**config.mk**
```make
export PLATFORM = sky130hd
export DESIGN_NAME = html_entity_decoder_unit_flat
export DESIGN_NICKNAME = d
export VERILOG_FILES = /design/src/hdl/hed_pkg.sv /design/src/hdl/hed_in_if.sv /design/src/hdl/hed_out_if.sv /design/src/hdl/hed_match.sv /design/src/hdl/hed_core.sv /design/src/hdl/hed_serial.sv /design/src/hdl/html_entity_decoder_unit.sv /design/src/flat_wrapper.sv
export SDC_FILE = /design/constraint.sdc
export NUM_CORES = 1
export LEC_CHECK = 0
export ABC_AREA = 1
export BUFFER_PORTS_ARGS = -buffer_cell sky130_fd_sc_hd__buf_2
export CAP_MARGIN = 20
export CORE_MARGIN = 5
export CORE_UTILIZATION = 40
export CTS_CLUSTER_SIZE = 8
export DETAILED_ROUTE_END_ITERATION = 7
export PLACE_DENSITY = 0.68
export SLEW_MARGIN = 20
export SYNTH_ARGS = -nofsm -noshare
export SYNTH_HDL_FRONTEND = slang
export SYNTH_HIERARCHICAL = 1
export SYNTH_SLANG_ARGS = --single-unit
```
**constraint.sdc**
```tcl
create_clock -name clk -period 5.3 [get_ports clk]
set_input_delay 0.53 -clock clk [delete_from_list [all_inputs] [get_ports clk]]
set_output_delay 0.53 -clock clk [all_outputs]
set_load 0.005 [all_outputs]
```
**src/hdl/hed_pkg.sv**
```systemverilog
// Shared types and character constants of the entity decoder.
// No dependencies.
package hed_pkg;

  localparam int HoldDepth = 5;
  localparam int BurstMax  = HoldDepth + 1;

  typedef logic [7:0] char_t;
  // held byte count, 0..HoldDepth
  typedef logic [$clog2(HoldDepth+1)-1:0] cnt_t;
  // beats in one burst, 0..BurstMax
  typedef logic [$clog2(BurstMax+1)-1:0] blen_t;

  localparam char_t ChAmp  = 8'h26;
  localparam char_t ChSemi = 8'h3b;
  localparam char_t ChLt   = 8'h3c;
  localparam char_t ChGt   = 8'h3e;
  localparam char_t ChQuot = 8'h22;
  localparam char_t ChApos = 8'h27;

  // One item's results, oldest in entry 0
  typedef struct packed {
    logic [BurstMax-1:0][7:0] chars;
    blen_t                    len;
    logic                     text_end;
  } burst_t;

endpackage

```
**src/hdl/hed_in_if.sv**
```systemverilog
// Input byte channel of the entity decoder: valid/ready plus payload.
// Depends on hed_pkg.
interface hed_in_if import hed_pkg::*; ();
  logic  valid;
  logic  ready;
  char_t in_byte;
  logic  is_last;

  modport source (output valid, in_byte, is_last, input ready);
  modport sink   (input valid, in_byte, is_last, output ready);
endinterface

```
**src/hdl/hed_out_if.sv**
```systemverilog
// Result byte channel of the entity decoder: valid/ready plus payload.
// Depends on hed_pkg.
interface hed_out_if import hed_pkg::*; ();
  logic  valid;
  logic  ready;
  char_t out_byte;
  logic  run_last;
  logic  text_end;

  modport source (output valid, out_byte, run_last, text_end, input ready);
  modport sink   (input valid, out_byte, run_last, text_end, output ready);
endinterface

```
**src/hdl/hed_match.sv**
```systemverilog
// Entity name matcher: compares the held run against the five known names.
// Depends on hed_pkg.
module hed_match import hed_pkg::*; (
  input  char_t [HoldDepth-1:1] name_chars,
  input  cnt_t                  cnt,
  output logic                  hit,
  output char_t                 dec_char
);

  function automatic char_t to_lower(char_t c);
    if (c >= 8'h41 && c <= 8'h5a) begin
      return c + 8'd32;
    end
    return c;
  endfunction

  char_t l1, l2, l3, l4;

  // Fold ASCII upper case
  assign l1 = to_lower(name_chars[1]);
  assign l2 = to_lower(name_chars[2]);
  assign l3 = to_lower(name_chars[3]);
  assign l4 = to_lower(name_chars[4]);

  // Run length includes the leading ampersand
  always_comb begin
    hit      = 1'b1;
    dec_char = ChAmp;
    if (cnt == cnt_t'(4) && {l1, l2, l3} == "amp") begin
      dec_char = ChAmp;
    end else if (cnt == cnt_t'(3) && {l1, l2} == "lt") begin
      dec_char = ChLt;
    end else if (cnt == cnt_t'(3) && {l1, l2} == "gt") begin
      dec_char = ChGt;
    end else if (cnt == cnt_t'(5) && {l1, l2, l3, l4} == "quot") begin
      dec_char = ChQuot;
    end else if (cnt == cnt_t'(5) && {l1, l2, l3, l4} == "apos") begin
      dec_char = ChApos;
    end else begin
      hit = 1'b0;
    end
  end

endmodule

```
**src/hdl/hed_core.sv**
```systemverilog
// Input register, held run and burst formation of the entity decoder.
// Depends on hed_pkg, hed_in_if and hed_match.
module hed_core import hed_pkg::*; (
  input  logic      clk,
  input  logic      rst_n,
  hed_in_if.sink    in_ch,
  input  logic      buf_free,
  output logic      burst_vld,
  output burst_t    burst
);

  logic                  in_vld_r;
  char_t                 byte_r;
  logic                  last_r;
  char_t [HoldDepth-1:0] held_r;
  cnt_t                  cnt_r;
  cnt_t                  cnt_nxt;

  logic  hit;
  char_t dec_char;
  logic  advance;
  logic  is_amp, is_semi;
  cnt_t  rel;
  logic  tail_en;
  char_t tail;
  logic  wr_en;
  cnt_t  wr_idx;

  hed_match u_match (
    .name_chars (held_r[HoldDepth-1:1]),
    .cnt        (cnt_r),
    .hit        (hit),
    .dec_char   (dec_char)
  );

  // Decide what the registered beat releases and what it holds
  always_comb begin
    is_amp  = (byte_r == ChAmp);
    is_semi = (byte_r == ChSemi);
    rel     = '0;
    tail_en = 1'b0;
    tail    = byte_r;
    wr_en   = 1'b0;
    wr_idx  = cnt_r;
    cnt_nxt = cnt_r;
    if (cnt_r == '0) begin
      if (is_amp) begin
        wr_en   = 1'b1;
        wr_idx  = '0;
        cnt_nxt = cnt_t'(1);
        if (last_r) begin
          tail_en = 1'b1;
          cnt_nxt = '0;
        end
      end else begin
        tail_en = 1'b1;
      end
    end else if (is_semi) begin
      cnt_nxt = '0;
      tail_en = 1'b1;
      if (hit) begin
        tail = dec_char;
      end else begin
        rel = cnt_r;
      end
    end else if (is_amp) begin
      rel     = cnt_r;
      wr_en   = 1'b1;
      wr_idx  = '0;
      cnt_nxt = cnt_t'(1);
      if (last_r) begin
        tail_en = 1'b1;
        cnt_nxt = '0;
      end
    end else if (cnt_r == cnt_t'(HoldDepth)) begin
      rel     = cnt_r;
      tail_en = 1'b1;
      cnt_nxt = '0;
    end else begin
      wr_en   = 1'b1;
      cnt_nxt = cnt_r + cnt_t'(1);
      if (last_r) begin
        rel     = cnt_r;
        tail_en = 1'b1;
        cnt_nxt = '0;
      end
    end
  end

  // Lay out the burst: released held bytes, then the tail byte
  always_comb begin
    for (int k = 0; k < HoldDepth; k++) begin
      burst.chars[k] = (cnt_t'(k) < rel) ? held_r[k] : tail;
    end
    burst.chars[HoldDepth] = tail;
    burst.len              = blen_t'(rel) + blen_t'(tail_en);
    burst.text_end         = last_r;
  end

  // Advance when the burst is empty or the output buffer takes it
  assign burst_vld   = in_vld_r && (burst.len != '0);
  assign advance     = in_vld_r && ((burst.len == '0) || buf_free);
  assign in_ch.ready = !in_vld_r || advance;

  // Hold the accepted beat and the run state
  always_ff @(posedge clk) begin
    if (!rst_n) begin
      in_vld_r <= 1'b0;
      cnt_r    <= '0;
    end else begin
      if (in_ch.ready) begin
        in_vld_r <= in_ch.valid;
      end
      if (advance) begin
        cnt_r <= cnt_nxt;
      end
    end
  end

  always_ff @(posedge clk) begin
    if (in_ch.valid && in_ch.ready) begin
      byte_r <= in_ch.in_byte;
      last_r <= in_ch.is_last;
    end
    if (advance && wr_en) begin
      held_r[wr_idx] <= byte_r;
    end
  end

endmodule

```
**src/hdl/hed_serial.sv**
```systemverilog
// Output burst buffer: shifts one item's results out a beat at a time.
// Depends on hed_pkg and hed_out_if.
module hed_serial import hed_pkg::*; (
  input  logic      clk,
  input  logic      rst_n,
  input  logic      burst_vld,
  input  burst_t    burst,
  output logic      buf_free,
  hed_out_if.source out_ch
);

  logic [BurstMax-1:0][7:0] chars_r;
  blen_t                    left_r;
  logic                     end_r;
  logic                     beat;
  logic                     load;

  assign out_ch.valid    = (left_r != '0);
  assign out_ch.out_byte = chars_r[0];
  assign out_ch.run_last = (left_r == blen_t'(1));
  assign out_ch.text_end = end_r && (left_r == blen_t'(1));

  assign beat     = out_ch.valid && out_ch.ready;
  assign buf_free = (left_r == '0) || (beat && left_r == blen_t'(1));
  assign load     = burst_vld && buf_free;

  // Count remaining beats
  always_ff @(posedge clk) begin
    if (!rst_n) begin
      left_r <= '0;
    end else if (load) begin
      left_r <= burst.len;
    end else if (beat) begin
      left_r <= left_r - blen_t'(1);
    end
  end

  // Load a new burst or advance the shift line
  always_ff @(posedge clk) begin
    if (load) begin
      chars_r <= burst.chars;
      end_r   <= burst.text_end;
    end else if (beat) begin
      chars_r <= {8'h00, chars_r[BurstMax-1:1]};
    end
  end

endmodule

```
**src/hdl/html_entity_decoder_unit.sv**
```systemverilog
// HTML entity decoder top level: input register, held run and output burst buffer.
// Depends on hed_pkg, hed_in_if, hed_out_if, hed_core and hed_serial.
//
// Takes text a byte per beat and decodes &amp; &lt; &gt; &quot; &apos; (name
// letters in either case); every other byte passes through in order. A beat
// is registered, then its results (zero to six bytes) are formed and loaded into
// the output buffer once it is free, which then offers the first result. Input
// beats are taken every cycle while each causes at most one result and out
// ready stays high; a beat that gives more results holds the output buffer until
// all are shifted out, and a following beat with results waits for it (longer
// under out ready low). The output buffer shifts out one beat per cycle under
// out ready.
module html_entity_decoder_unit import hed_pkg::*; (
  input  logic      clk,
  input  logic      rst_n,
  hed_in_if.sink    in_ch,
  hed_out_if.source out_ch
);

  logic   buf_free;
  logic   burst_vld;
  burst_t burst;

  hed_core u_core (
    .clk       (clk),
    .rst_n     (rst_n),
    .in_ch     (in_ch),
    .buf_free  (buf_free),
    .burst_vld (burst_vld),
    .burst     (burst)
  );

  hed_serial u_serial (
    .clk       (clk),
    .rst_n     (rst_n),
    .burst_vld (burst_vld),
    .burst     (burst),
    .buf_free  (buf_free),
    .out_ch    (out_ch)
  );

endmodule

```
**src/flat_wrapper.sv**
```systemverilog
// flat-port wrapper written by rule: the top's interface ports become plain ports
module html_entity_decoder_unit_flat import hed_pkg::*;
  (clk, rst_n, in_ch_valid, in_ch_in_byte, in_ch_is_last, in_ch_ready, out_ch_valid, out_ch_out_byte, out_ch_run_last, out_ch_text_end, out_ch_ready);
  hed_in_if in_ch_i ();
  hed_out_if out_ch_i ();
  input  logic clk;
  input  logic rst_n;
  input wire logic [$bits(in_ch_i.valid)-1:0] in_ch_valid;
  input wire logic [$bits(in_ch_i.in_byte)-1:0] in_ch_in_byte;
  input wire logic [$bits(in_ch_i.is_last)-1:0] in_ch_is_last;
  output wire logic [$bits(in_ch_i.ready)-1:0] in_ch_ready;
  output wire logic [$bits(out_ch_i.valid)-1:0] out_ch_valid;
  output wire logic [$bits(out_ch_i.out_byte)-1:0] out_ch_out_byte;
  output wire logic [$bits(out_ch_i.run_last)-1:0] out_ch_run_last;
  output wire logic [$bits(out_ch_i.text_end)-1:0] out_ch_text_end;
  input wire logic [$bits(out_ch_i.ready)-1:0] out_ch_ready;
  assign in_ch_i.valid = in_ch_valid;
  assign in_ch_i.in_byte = in_ch_in_byte;
  assign in_ch_i.is_last = in_ch_is_last;
  assign in_ch_ready = in_ch_i.ready;
  assign out_ch_valid = out_ch_i.valid;
  assign out_ch_out_byte = out_ch_i.out_byte;
  assign out_ch_run_last = out_ch_i.run_last;
  assign out_ch_text_end = out_ch_i.text_end;
  assign out_ch_i.ready = out_ch_ready;
  html_entity_decoder_unit u_core (.clk(clk), .rst_n(rst_n), .in_ch(in_ch_i), .out_ch(out_ch_i));
endmodule
```
# Word level (Yosys, flattened, before mapping)
# Cells that the tools add are included.
# classes
addsub	7
magnitude_cmp	15
eq_ne	12
n_mux	64
reduce_logical	29
# op_table
op	count
2-to-1 mux 8 bit	21
2-to-1 mux 48 bit	2
equality test 32 x 31 -> 1 bit, second input constant	2
2-to-1 mux 3 bit	17
bitwise mux 40 bit	1
adder 8 x 6 -> 8 bit, second input constant	4
equality test 16 x 15 -> 1 bit, second input constant	2
>= comparator 8 x 7 -> 1 bit, second input constant	4
<= comparator 8 x 7 -> 1 bit, second input constant	4
demux 8 bit (select 3 bit)	1
equality test 24 x 23 -> 1 bit, second input constant	1
2-to-1 mux 1 bit	22
logical AND 1 bit	18
equality test 8 x 6 -> 1 bit, second input constant	2
logical NOT 3 bit	3
equality test 3 bit, second input constant	2
< comparator 1 x 3 -> 1 bit, first input constant	2
< comparator 2 x 3 -> 1 bit, first input constant	2
nonzero test 3 bit	2
< comparator 3 x 4 -> 1 bit, second input constant	1
adder 3 x 1 -> 3 bit	1
adder 3 x 1 -> 3 bit, second input constant	1
equality test 3 x 1 -> 1 bit, second input constant	1
equality test 3 x 2 -> 1 bit, second input constant	1
8 further kinds	10
# word_totals
reg_bits	105
out_inout_bits	12

# Depth between registers and ports, before layout
# Gate-level depths: netlist of run 1.
# logic_depth
depth_word	20
ltp_mapped	27

# Hierarchy
# The synthesis of run 1 kept the hierarchy.
# modules_own_cells
module	instances	cells_each	area_each_um2	seq_area_each_um2
hed_core	1	282	2731.4	1551.5
hed_serial	1	244	2376.0	1531.5
hed_match	1	147	747.0	0.0

# Worst setup path before layout of run 1
# No wires, ideal clock.
# synth_path
kind	flip-flop to flip-flop
startpoint	register u_core/u_core/held_r[21] in the netlist's numbering
endpoint	register u_core/u_serial/chars_r[10] in the netlist's numbering, enable pin
setup_time_ns	0.409
arrival_time_ns	3.806
path_slack_ns	1.085
path_stages_with_launch	22
period_less_slack_ns	4.215
cell_sequence	edfxtp_1 ha_1 nand3_1 inv_1 nor2_2 nor2_2 nand3_2 nor2_4 nor2_1 nand3_2 nand3_2 nand4_1 inv_2 ha_1 ha_1 inv_1 nand3_1 nand3_4 nand2_1 inv_2 nand3_1 nand2_1
# synth_via
elab_chain_cells	19
# synth_rtl
element	line_no	text
from (decl)	hed_core.sv:15	char_t [HoldDepth-1:0] held_r;
from (signal, indexed assignment)	hed_core.sv:126	held_r[wr_idx] <= byte_r;
>= comparator 8 x 7 -> 1 bit / <= comparator 8 x 7 -> 1 bit (equally long branches)	hed_match.sv:11	if (c >= 8'h41 && c <= 8'h5a) begin
logical AND 1 bit	hed_match.sv:11	
2-to-1 mux 1 bit	hed_match.sv:11	
2-to-1 mux 8 bit (*)	hed_match.sv:14	return c;
equality test 32 x 31 -> 1 bit	hed_match.sv:37	end else if (cnt == cnt_t'(5) && {l1, l2, l3, l4} == "apos") begin
logical AND 1 bit	hed_match.sv:37	
2-to-1 mux 1 bit	hed_match.sv:37	
2-to-1 mux 1 bit	hed_match.sv:35	end else if (cnt == cnt_t'(5) && {l1, l2, l3, l4} == "quot") begin
[... 3 more ...]	--	
named net u_core.u_core.hit	hed_core.sv:19	logic hit;
[... 1 more ...]	--	
2-to-1 mux 3 bit (*)	hed_core.sv:58	end else if (is_semi) begin
2-to-1 mux 3 bit (*)	hed_core.sv:46	if (cnt_r == '0) begin
adder 3 x 1 -> 3 bit (*)	hed_core.sv:96	burst.len = blen_t'(rel) + blen_t'(tail_en);
nonzero test 3 bit (*)	hed_core.sv:101	assign burst_vld = in_vld_r && (burst.len != '0);
logical AND 1 bit (*)	hed_core.sv:101	
named net u_core.burst_vld	html_entity_decoder_unit.sv:21	logic burst_vld;
logical AND 1 bit (*)	hed_serial.sv:25	assign load = burst_vld && buf_free;
nonzero test 2 bit (no source line) (*)	--	
to (signal assigned)	hed_serial.sv:41	chars_r <= burst.chars;
to (signal assigned)	hed_serial.sv:44	chars_r <= {8'h00, chars_r[BurstMax-1:1]};
to (decl)	hed_serial.sv:12	logic [BurstMax-1:0][7:0] chars_r;
# The timed path passes the listed nets; every way through them passes the cells marked *. The select of a mux whose other input is x is not followed.
# A chain may end at the register's enable or synchronous reset.

# Final worst setup path of run 1
# layout_path
startpoint	register u_core/u_core/held_r[29] in the netlist's numbering
endpoint	register u_core/u_serial/chars_r[27] in the netlist's numbering, enable pin
# The elaborated chain is that of the path after synthesis.

==> flow_metrics.env, run 1 <==
export IMPL_fmax_mhz=246.9
export IMPL_cts_buffers=9
export IMPL_cp_arrival_ps=4040
export IMPL_start_kind="flop"
export IMPL_synth_area_leaders="edfxtp_1 (50%), nand2_1 (15%), inv_1 (4.5%)"
export IMPL_tritoncts="yes"
export IMPL_final_period_utilization_pct=76.43
export IMPL_syn_inst=673
export IMPL_via_count=4347
export IMPL_antenna_found_initial=0
export IMPL_synth_top_area_cell="edfxtp_1"
export IMPL_die_w_um=131.0
export IMPL_ant_nets=0
export IMPL_ys_async_sr_fraction_pct=0
export IMPL_status="complete, no violations"
export IMPL_ys_ff_latch=105
export IMPL_grt_max_degree=52
export IMPL_relSlewSlack_pct=44.91
export IMPL_drtIter0Drc=445
export IMPL_cp_end_kind="flop"
export IMPL_clockRootBuffer="clkbuf_16"
export IMPL_tightest_slew_ps=823.3
export IMPL_max_cap_violations=0
export IMPL_hold_viol=0
export IMPL_final_nets=711
export IMPL_cp_max_fo=51
export IMPL_rows=44
export IMPL_drtPass1Iterations=5
export IMPL_fin_setup_tns_ps=0
export IMPL_synth_edf_count=98
export IMPL_overflow=0
export IMPL_synth_seq_area_share_pct=52.66
export IMPL_avgViaCountPerCell=4.968
export IMPL_peakVddDrop_mv=0.2868
export IMPL_post_cts_hold_buffer_count=0
export IMPL_leakage_uw=0.002800
export IMPL_wl_per_cell_um=15.24
export IMPL_clock_path_buffers=2
export IMPL_fin_skew_ps=7.978
export IMPL_cts_resized=0
export IMPL_ys_top_cells_by_count="nand2_1 (235), edfxtp_1 (98), inv_1 (70)"
export IMPL_layout_drive_gt1_share_pct=15.92
export IMPL_n_antenna_cell=0
export IMPL_synth_top_flop_cell="edfxtp_1"
export IMPL_wirelength_um=13340
export IMPL_setup_violations=0
export IMPL_drc=0
export IMPL_path_clk_slew_ps=70
export IMPL_grt_pass1_wl_um=22000
export IMPL_clk_latency_ps=350
export IMPL_dieArea_mm2=0.01716
export IMPL_rsz0062_at_grt="false"
export IMPL_clkSinkCount=105
export IMPL_synth_distinct_cells=32
export IMPL_grt_pass1_vias=4208
export IMPL_fin_util_pct=43.90
export IMPL_core_mm2=0.01442
export IMPL_grt_use_total_pct=16.97
export IMPL_io_pins=25
export IMPL_fp_dieH_um=131.0
export IMPL_synth_area_mm2=0.005854
export IMPL_critPathKind="reg2reg"
export IMPL_required_ps=5290
export IMPL_p_total_uw=2584
export IMPL_htreeDepth=3
export IMPL_powerDensity_mw_per_mm2=408.1
export IMPL_initial_core_util_pct=40.59
export IMPL_fin_crit_ps=4051
export IMPL_hpwl_um=9642
export IMPL_yosysMostFrequentCell="nand2_1"
export IMPL_yosysWarnings=6
export IMPL_portBuffers=24
export IMPL_area_growth_pct=8.164
export IMPL_hold_class="in2reg"
export IMPL_synth_top_area_share_pct=50.27
export IMPL_slew_viol_final=0
export IMPL_syn_area_per_cell_um2=8.699
export IMPL_gp_congestion=0.9294
export IMPL_cts_setup_buffers=0
state kept, by name, summed over array words and instances (netlist names):
signal and cells:
u_core/u_serial/out_ch.out_byte 8, u_core/u_serial/chars_r 40, u_core/u_serial/left_r 3, u_core/u_core/byte_r 8, u_core/u_core/cnt_r 3, u_core/u_core/held_r 40, u_core/u_serial/end_r 1, u_core/u_core/last_r 1
u_core/u_core/in_vld_r 1
where the power goes:
part | total [uW] | internal (uW) | switching [uW]
combinational | 591 | 198 | 394
sequential | 1320 | 1240 | 83.5
clock | 670 | 367 | 302
layout make-up:
cell class | instances | area [um^2]
Fill cell | 1429 | 8092
Sequential cell | 105 | 3083
Multi-Input combinational cell | 454 | 2242
Inverter | 87 | 326.6
Tap cell | 184 | 230.2
Clock buffer | 10 | 229.0
Timing Repair Buffer | 29 | 155.1
Clock inverter | 6 | 66.31
cells in the final DEF, fill, tap and decap left out:
master,count
a211oi_1,1
a21oi_1,11
a21oi_2,5
a31oi_1,9
buf_2,24
buf_4,4
bufinv_16,1
clkbuf_1,1
clkbuf_16,9
clkbuf_2,1
clkinv_1,1
clkinv_4,1
clkinvlp_4,2
conb_1,3
dfxtp_1,7
edfxtp_1,98
ha_1,12
inv_1,70
inv_2,17
inv_6,1
nand2_1,234
nand2_2,8
nand2_4,8
nand3_1,28
nand3_2,12
nand3_4,1
nand3b_1,2
nand4_1,7
nand4_2,2
nor2_1,67
nor2_2,7
nor2_4,6
nor3_1,7
nor4_1,2
o211ai_1,1
o21ai_0,11
o21ai_1,8
o21ai_4,1
xnor2_1,1
per-stage QoR:
| step | hold slack (ps) | std cells | setup slack [ps] | area [um^2] |
|---|---|---|---|---|
| 3_3_place_gp | 497.4 | 858 | 1359 | 6032 |
| 5_1_grt | 333.1 | 875 | 781.4 | 6332 |
| 6_report | 348.6 | 875 | 1249 | 6332 |
| 3_5_place_dp | 501.4 | 858 | 1234 | 6032 |
| 4_1_cts | 337.3 | 874 | 1220 | 6327 |
| 2_1_floorplan | 493.2 | 674 | 1085 | 5858 |
path summary, 6_finish.rpt:
kind	from	to	slack, ps	cells past startpoint
max	u_core/u_core/held_r[29]$_DFFE_PP_	u_core/u_serial/chars_r[27]$_DFFE_PP_	1250	24
min	in_ch_in_byte[4]	u_core/u_core/byte_r[4]$_DFFE_PP_	350	1
max reg2reg	u_core/u_core/held_r[29]$_DFFE_PP_	u_core/u_serial/chars_r[27]$_DFFE_PP_	1250	24
min reg2reg	u_core/u_serial/chars_r[27]$_DFFE_PP_	u_core/u_serial/chars_r[19]$_DFFE_PP_	510	2
layer usage:
metal	part of all wire (%)	vias up	wire [um]	global-route usage, %
li1	-	2184	-	-
met1	44	2025	5864	22.60
met2	47	118	6285	27.75
met5	0	-	0	0
met3	6.6	20	874	3.171
met4	2.3	0	309	5.989
logic make-up (layout without fill, tap and decap cells):
kind of cell,after synthesis,in the layout,synth area share [%]
compound gates,47,47,4.809
simple gates,391,391,30.54
flops,105,105,52.66
xor+xnor,1,1,0.1496
fa+ha+maj,12,12,2.565
other cells,2,3,0.1283
buf+inv,115,132,9.147
critical path, cell delays in order, from the launching register on:
cell	delay, ps
edfxtp_1	460
ha_1	310
inv_1	30
nor2_1	80
nand3_1	80
nand2_1	60
nand2_1	70
nor2_1	100
nand2_1	60
nor2_1	130
nor2_1	70
nand3_2	90
nand3_2	110
nand4_1	170
inv_2	100
ha_1	190
ha_1	220
inv_1	60
nand3_1	130
nand3_4	120
nand2_1	60
inv_2	140
nand3_1	170
nand2_2	100
buf_4	520
Note: power is estimated with default switching activity, not from simulation.
==> run 2: changes to the inputs <==
- ABC_AREA: 1 -> 0
- PLACE_DENSITY: 0.68 -> 0.7
- clock period: 5.3 -> 3.7 ns (I/O delays scaled with it)
==> run 2 against run 1 <==
Against the previous run: the flow now finishes with violations (setup timing); clock power rose by 40%; setup slack got worse by 2000 ps; first-iteration DRC count down 26%; count of clock-buffer cells in the layout fell by 1.
==> flow_metrics.env, run 2 <==
export IMPL_synth_top_flop_cell="edfxtp_1"
export IMPL_final_common_cell="buf_4"
export IMPL_cp_end_kind="flop"
export IMPL_rows=43
export IMPL_synth_xor_area_share_pct=0.1569
export IMPL_status="finished, violations left"
export IMPL_leakage_uw=0.003015
export IMPL_dieArea_mm2=0.01642
export IMPL_cpMostUsedCell="or4_4"
export IMPL_synth_compound_area_share_pct=7.172
export IMPL_synth_top_family_by_area="multiplexers"
export IMPL_ys_async_sr_fraction_pct=0
export IMPL_cp_arrival_ps=4580
export IMPL_layout_drive_gt1_share_pct=53.75
export IMPL_peakVddDrop_mv=0.3666
export IMPL_via_count=3991
export IMPL_reg_top3="u_core/u_core/held_r (40), u_core/u_serial/chars_r (40)"
export IMPL_hold_viol=0
export IMPL_clock_path_buffers=2
export IMPL_clk_latency_ps=360
export IMPL_hpwl_um=9313
export IMPL_fmax_mhz=223.2
export IMPL_max_cap_violations=0
export IMPL_yosysWarnings=6
export IMPL_slew_viol_final=0
export IMPL_drc=0
export IMPL_cp_max_fo=12
export IMPL_gp_congestion=0.8904
export IMPL_initial_core_util_pct=40.53
export IMPL_slowest_stage="or4_4"
export IMPL_fin_skew_ps=10.70
export IMPL_syn_area_per_cell_um2=13.29
export IMPL_ys_top_cells_by_count="edfxtp_1 (98), mux2_2 (83), nand2_1 (19)"
export IMPL_yosys_area_share_simple_pct=12.24
export IMPL_synth_top_area_share_pct=52.71
export IMPL_yosysMostFrequentCell="edfxtp_1"
export IMPL_muxShareOfSynthArea_pct=17.71
export IMPL_cts_buffers=9
export IMPL_io_pins=25
export IMPL_cp_top_family="simple AND/OR/NAND/NOR gates"
export IMPL_final_cell_mix="buf_4 (106), edfxtp_1 (98), mux2_2 (56)"
export IMPL_wirelength_um=13980
export IMPL_n_antenna_cell=0
export IMPL_tritoncts="yes"
export IMPL_post_cts_hold_buffer_count=0
export IMPL_grt_pass1_vias=4104
export IMPL_syn_inst=420
export IMPL_die_w_um=128.1
export IMPL_ant_nets=0
export IMPL_violations="setup timing"
export IMPL_synth_edf_count=98
export IMPL_area_growth_pct=38.57
export IMPL_clkSinkCount=105
export IMPL_path_clk_slew_ps=70
export IMPL_worstPathCellList="or4_4, or3_4, nor4_4, or2_1, a211o_1, and3_4, a21oi_2, and2_1, ha_2, ha_4, or4_4, and2_4, a21boi_4, nor3b_4, buf_6, buf_12, mux2_2"
export IMPL_required_ps=3800
export IMPL_fin_ws_ps=-779.4
export IMPL_overflow=0
export IMPL_final_period_utilization_pct=121.1
export IMPL_fillers=1154
export IMPL_fin_setup_tns_ps=-93110
export IMPL_critPathKind="reg2reg"
export IMPL_fp_dieH_um=128.1
export IMPL_synth_area_mm2=0.005583
export IMPL_relSlewSlack_pct=47.98
export IMPL_powerDensity_mw_per_mm2=554.4
export IMPL_rsz0062_at_grt="true"
export IMPL_grt_use_total_pct=17.70
export IMPL_final_nets=593
export IMPL_avgViaCountPerCell=5.300
export IMPL_slowest_delay_ps=550
export IMPL_synth_fa_ha_area_share_pct=2.689
export IMPL_grt_max_degree=17
export IMPL_synth_seq_area_share_pct=55.22
export IMPL_grt_pass1_wl_um=22200
export IMPL_setup_violations=154
export IMPL_core_mm2=0.01377
export IMPL_critPathBufInv=2
export IMPL_synth_distinct_cells=67
export IMPL_start_kind="flop"
export IMPL_htreeDepth=3
export IMPL_tightest_slew_ps=775.2
export IMPL_hold_class="in2reg"
export IMPL_antenna_found_initial=0
export IMPL_ys_ff_latch=105
export IMPL_portBuffers=24
export IMPL_synth_top_area_cell="edfxtp_1"
export IMPL_fin_area_mm2=0.007736
export IMPL_clockRootBuffer="clkbuf_16"
export IMPL_drtPass1Iterations=5
export IMPL_fin_crit_ps=4479
export IMPL_dpl_cell_area_mm2=0.006723
export IMPL_wl_per_cell_um=18.57
export IMPL_drtIter0Drc=330
export IMPL_synth_area_leaders="edfxtp_1 (53%), mux2_2 (17%), ha_1 (2.7%)"
## run 2: final cells by class
cell class / count / area, um^2 / area share, %
inverters: 16 / 60.06 / 0.7763
clock buffers: 9 / 225.2 / 2.911
flip-flops and latches: 105 / 3083 / 39.85
multi-input cells: 274 / 2618 / 33.83
repair buffers: 162 / 1464 / 18.92
well taps: 180 / 225.2 / 2.911
clock inverters: 7 / 61.31 / 0.7925
## run 2: stage by stage
step	setup slack [ps]	util, %	total power (uW)	hold WS, ps	instances
floorplan	-896.1	-	2565	448.1	421
global placement	-895.4	48.81	2819	459.1	701
detailed placement	-990.9	48.81	2874	484.2	701
CTS	-726.2	54.67	4220	167.5	744
global route	-901.7	56.17	4484	168.7	753
finish	-779.4	56.17	4289	181.7	753
## run 2: what timing repair did
action | CTS | global route
cloned | 6 | 1
buffers inserted | 24 | 12
pin swaps | 12 | 6
hold endpoints to repair | 0 | 0
setup endpoints to repair | 154 | 154
gates resized for setup | 43 | 26
## run 2: worst paths after layout
check             depth (start not counted)  slack [ps]                                      to                                    from
setup / recovery                         17        -780   u_core/u_serial/chars_r[17]$_DFFE_PP_      u_core/u_core/held_r[16]$_DFFE_PP_
hold / removal                            1         180       u_core/u_core/byte_r[6]$_DFFE_PP_                        in_ch_in_byte[6]
setup reg to reg                         17        -780   u_core/u_serial/chars_r[17]$_DFFE_PP_      u_core/u_core/held_r[16]$_DFFE_PP_
hold reg to reg                           2         490  u_core/u_serial/left_r[0]$_SDFFE_PN0P_  u_core/u_serial/left_r[0]$_SDFFE_PN0P_
## run 2: logic make-up (layout without fill, tap and decap cells)
logic type / after synthesis / in the layout
AND/OR/NAND/NOR: 113 / 114
flip-flops: 105 / 105
multiplexers: 88 / 88
AO/OA/AOI/OAI: 56 / 56
buffers and inverters: 43 / 194
adder cells (fa/ha/maj): 12 / 12
other: 2 / 3
XOR/XNOR: 1 / 1
## run 2: power breakdown
part | switching (uW) | internal (uW) | total (uW)
sequential | 92.0 | 1710 | 1800
clock | 423 | 517 | 941
combinational | 610 | 933 | 1540
## run 2: metal layers
layer / up-vias / track usage (%) / routed length [um] / share of wire (%)
li1: 1899 / - / - / -
met1: 1970 / 22.74 / 6112 / 44
met2: 113 / 30.56 / 7044 / 50
met3: 9 / 4.125 / 686 / 4.9
met4: 0 / 3.745 / 137 / 0.98
met5: - / 0 / 0 / 0
==> run 3: changes to the inputs <==
- PLACE_DENSITY: 0.7 -> 0.68
- clock period: 3.7 -> 4.8 ns (I/O delays scaled with it)
==> run 3 against run 2 <==
Against the previous run: the run now ends clean; design area decreased by 16%; largest power group unchanged; largest cell class unchanged; cell count decreased by 13%; count of clock-buffer cells in the layout increased by 2; critical path depth increased by 2; combinational power decreased by 50%; setup slack improved by 850 ps; global-route usage decreased by 2.3 points; power decreased by 31%.
==> flow_metrics.env, run 3 (synthesis gave the netlist of run 2 again) <==
export IMPL_clk_latency_ps=350
export IMPL_dieArea_mm2=0.01642
export IMPL_wl_per_cell_um=19.59
export IMPL_final_period_utilization_pct=98.60
export IMPL_n_antenna_cell=0
export IMPL_die_w_um=128.1
export IMPL_ff2ff_path_depth=19
export IMPL_avgViaCountPerCell=5.592
export IMPL_initial_core_util_pct=40.53
export IMPL_antenna_found_initial=0
export IMPL_rows=43
export IMPL_htreeDepth=3
export IMPL_gp_congestion=0.9208
export IMPL_clkSinkCount=105
export IMPL_grt_pass1_wl_um=19460
export IMPL_setup_violations=0
export IMPL_ant_nets=0
export IMPL_fin_crit_ps=4733
export IMPL_io_pins=25
export IMPL_relSlewSlack_pct=48.03
export IMPL_required_ps=4890
export IMPL_post_cts_hold_buffer_count=0
export IMPL_grt_pass1_vias=3601
export IMPL_clockRootBuffer="clkbuf_16"
export IMPL_peakVddDrop_mv=0.2282
export IMPL_reg2reg_from="u_core/u_core/held_r[17]$_DFFE_PP_"
export IMPL_drtPass1Iterations=5
export IMPL_detailedPlace_worstSlack_ps=20.69
export IMPL_grt_use_total_pct=15.44
export IMPL_cp_max_fo=6
export IMPL_start_kind="flop"
export IMPL_via_count=3657
export IMPL_area_growth_pct=16.63
export IMPL_fin_area_mm2=0.006511
export IMPL_dpl_cell_area_mm2=0.005979
export IMPL_drc=0
export IMPL_portBuffers=24
export IMPL_max_cap_violations=0
export IMPL_hpwl_um=8456
export IMPL_crit_path_start="u_core/u_core/held_r[17]$_DFFE_PP_"
export IMPL_final_common_cell="edfxtp_1"
export IMPL_clock_path_buffers=2
export IMPL_path_clk_slew_ps=70
export IMPL_slew_viol_final=0
export IMPL_core_mm2=0.01377
export IMPL_fin_ws_ps=67.23
export IMPL_overflow=0
export IMPL_final_cell_mix="edfxtp_1 (98), mux2_2 (82), buf_4 (32)"
export IMPL_hold_viol=0
export IMPL_powerDensity_mw_per_mm2=451.5
export IMPL_tritoncts="yes"
export IMPL_layout_drive_gt1_share_pct=39.24
export IMPL_reg_top3="u_core/u_core/held_r (40), u_core/u_serial/chars_r (40)"
export IMPL_cts_buffers=9
export IMPL_critPathKind="reg2reg"
export IMPL_wirelength_um=12820
export IMPL_grt_max_degree=43
export IMPL_final_nets=494
export IMPL_status="complete, no violations"
export IMPL_fin_skew_ps=11.56
export IMPL_cp_arrival_ps=4830
export IMPL_hold_class="in2reg"
export IMPL_hp_start="in_ch_is_last"
export IMPL_drtIter0Drc=300
export IMPL_hold_depth=1
export IMPL_leakage_uw=0.002299
export IMPL_cp_end_kind="flop"
export IMPL_fp_dieH_um=128.1
export IMPL_fmax_mhz=211.3
export IMPL_tightest_slew_ps=778.0
[run 3: cell count changes in the layout (fill, tap and decap cells not counted), sizes merged]
| cell | previous run | this run |
|---|---|---|
| clkinv | 5 | 1 |
| buf | 160 | 62 |
| bufinv | 1 | 2 |
| nor2b | 8 | 7 |
| clkinvlp | 1 | 2 |
| clkbuf | 10 | 13 |
| bufbuf | 1 | 0 |
[run 3: per-stage QoR]
step	util [%]	hold WS [ps]	cells	total power, uW	TNS, ps
6_report	47.27	308.5	654	2940	0
5_1_grt	47.27	299.4	654	3084	-1181
4_1_cts	46.18	297.2	646	2917	0
3_5_place_dp	43.41	482.3	627	2091	0
3_3_place_gp	43.41	459.6	627	2055	0
2_1_floorplan	-	446.3	421	1919	0
[run 3: timing repair]
action,4_1_cts,5_1_grt
endpoints found under the setup margin,9,72
buffers inserted,2,5
pin swaps,0,8
gates resized for setup,2,13
gates cloned,1,3
[run 3: area by class of cell]
cell class | count | area [um^2]
fillers | 1271 | 7262
flip-flops and latches | 105 | 3083
multi-input cells | 273 | 2308
repair buffers | 64 | 511.7
clock buffers | 11 | 242.7
well taps | 180 | 225.2
clock inverters | 5 | 80.08
inverters | 16 | 60.06
[run 3: per-layer routing]
layer,wire (um),vias up,part of all wire [%],global-route usage (%)
li1,-,1695,-,-
met1,5622,1808,44,20.16
met2,6119,127,48,24.28
met3,602,27,4.7,3.208
met4,471,0,3.7,7.865
met5,0,-,0,0
[run 3: path summary, 6_finish.rpt]
kind / endpoint / slack (ps)
worst min register to register: u_core/u_serial/left_r[1]$_SDFFE_PN0P_ / 490
worst min-delay path: u_core/u_core/last_r$_DFFE_PP_ / 310
worst max-delay path: u_core/u_serial/out_ch.out_byte[7]$_DFFE_PP_ / 70
worst max register to register: u_core/u_serial/out_ch.out_byte[7]$_DFFE_PP_ / 70
[run 3: power by group]
part           total, uW  internal, uW  switching, uW
Sequential          1380          1320           63.3
Combinational        767           393            375
Clock                790           471            319
[run 3: worst max-delay path: stages, from the launching register on]
cell and delay (ps):
edfxtp_1 400, buf_4 150, buf_4 130, a21oi_1 100, o311ai_0 140, nor3_1 460, and3_1 370, a211o_1 190
and3_4 200, a21oi_1 50, and2_1 170, ha_1 180, ha_2 180, or4_4 520, and2_4 180, a21boi_2 150
nor3b_4 240, buf_6 190, clkbuf_16 170, mux2_2 330
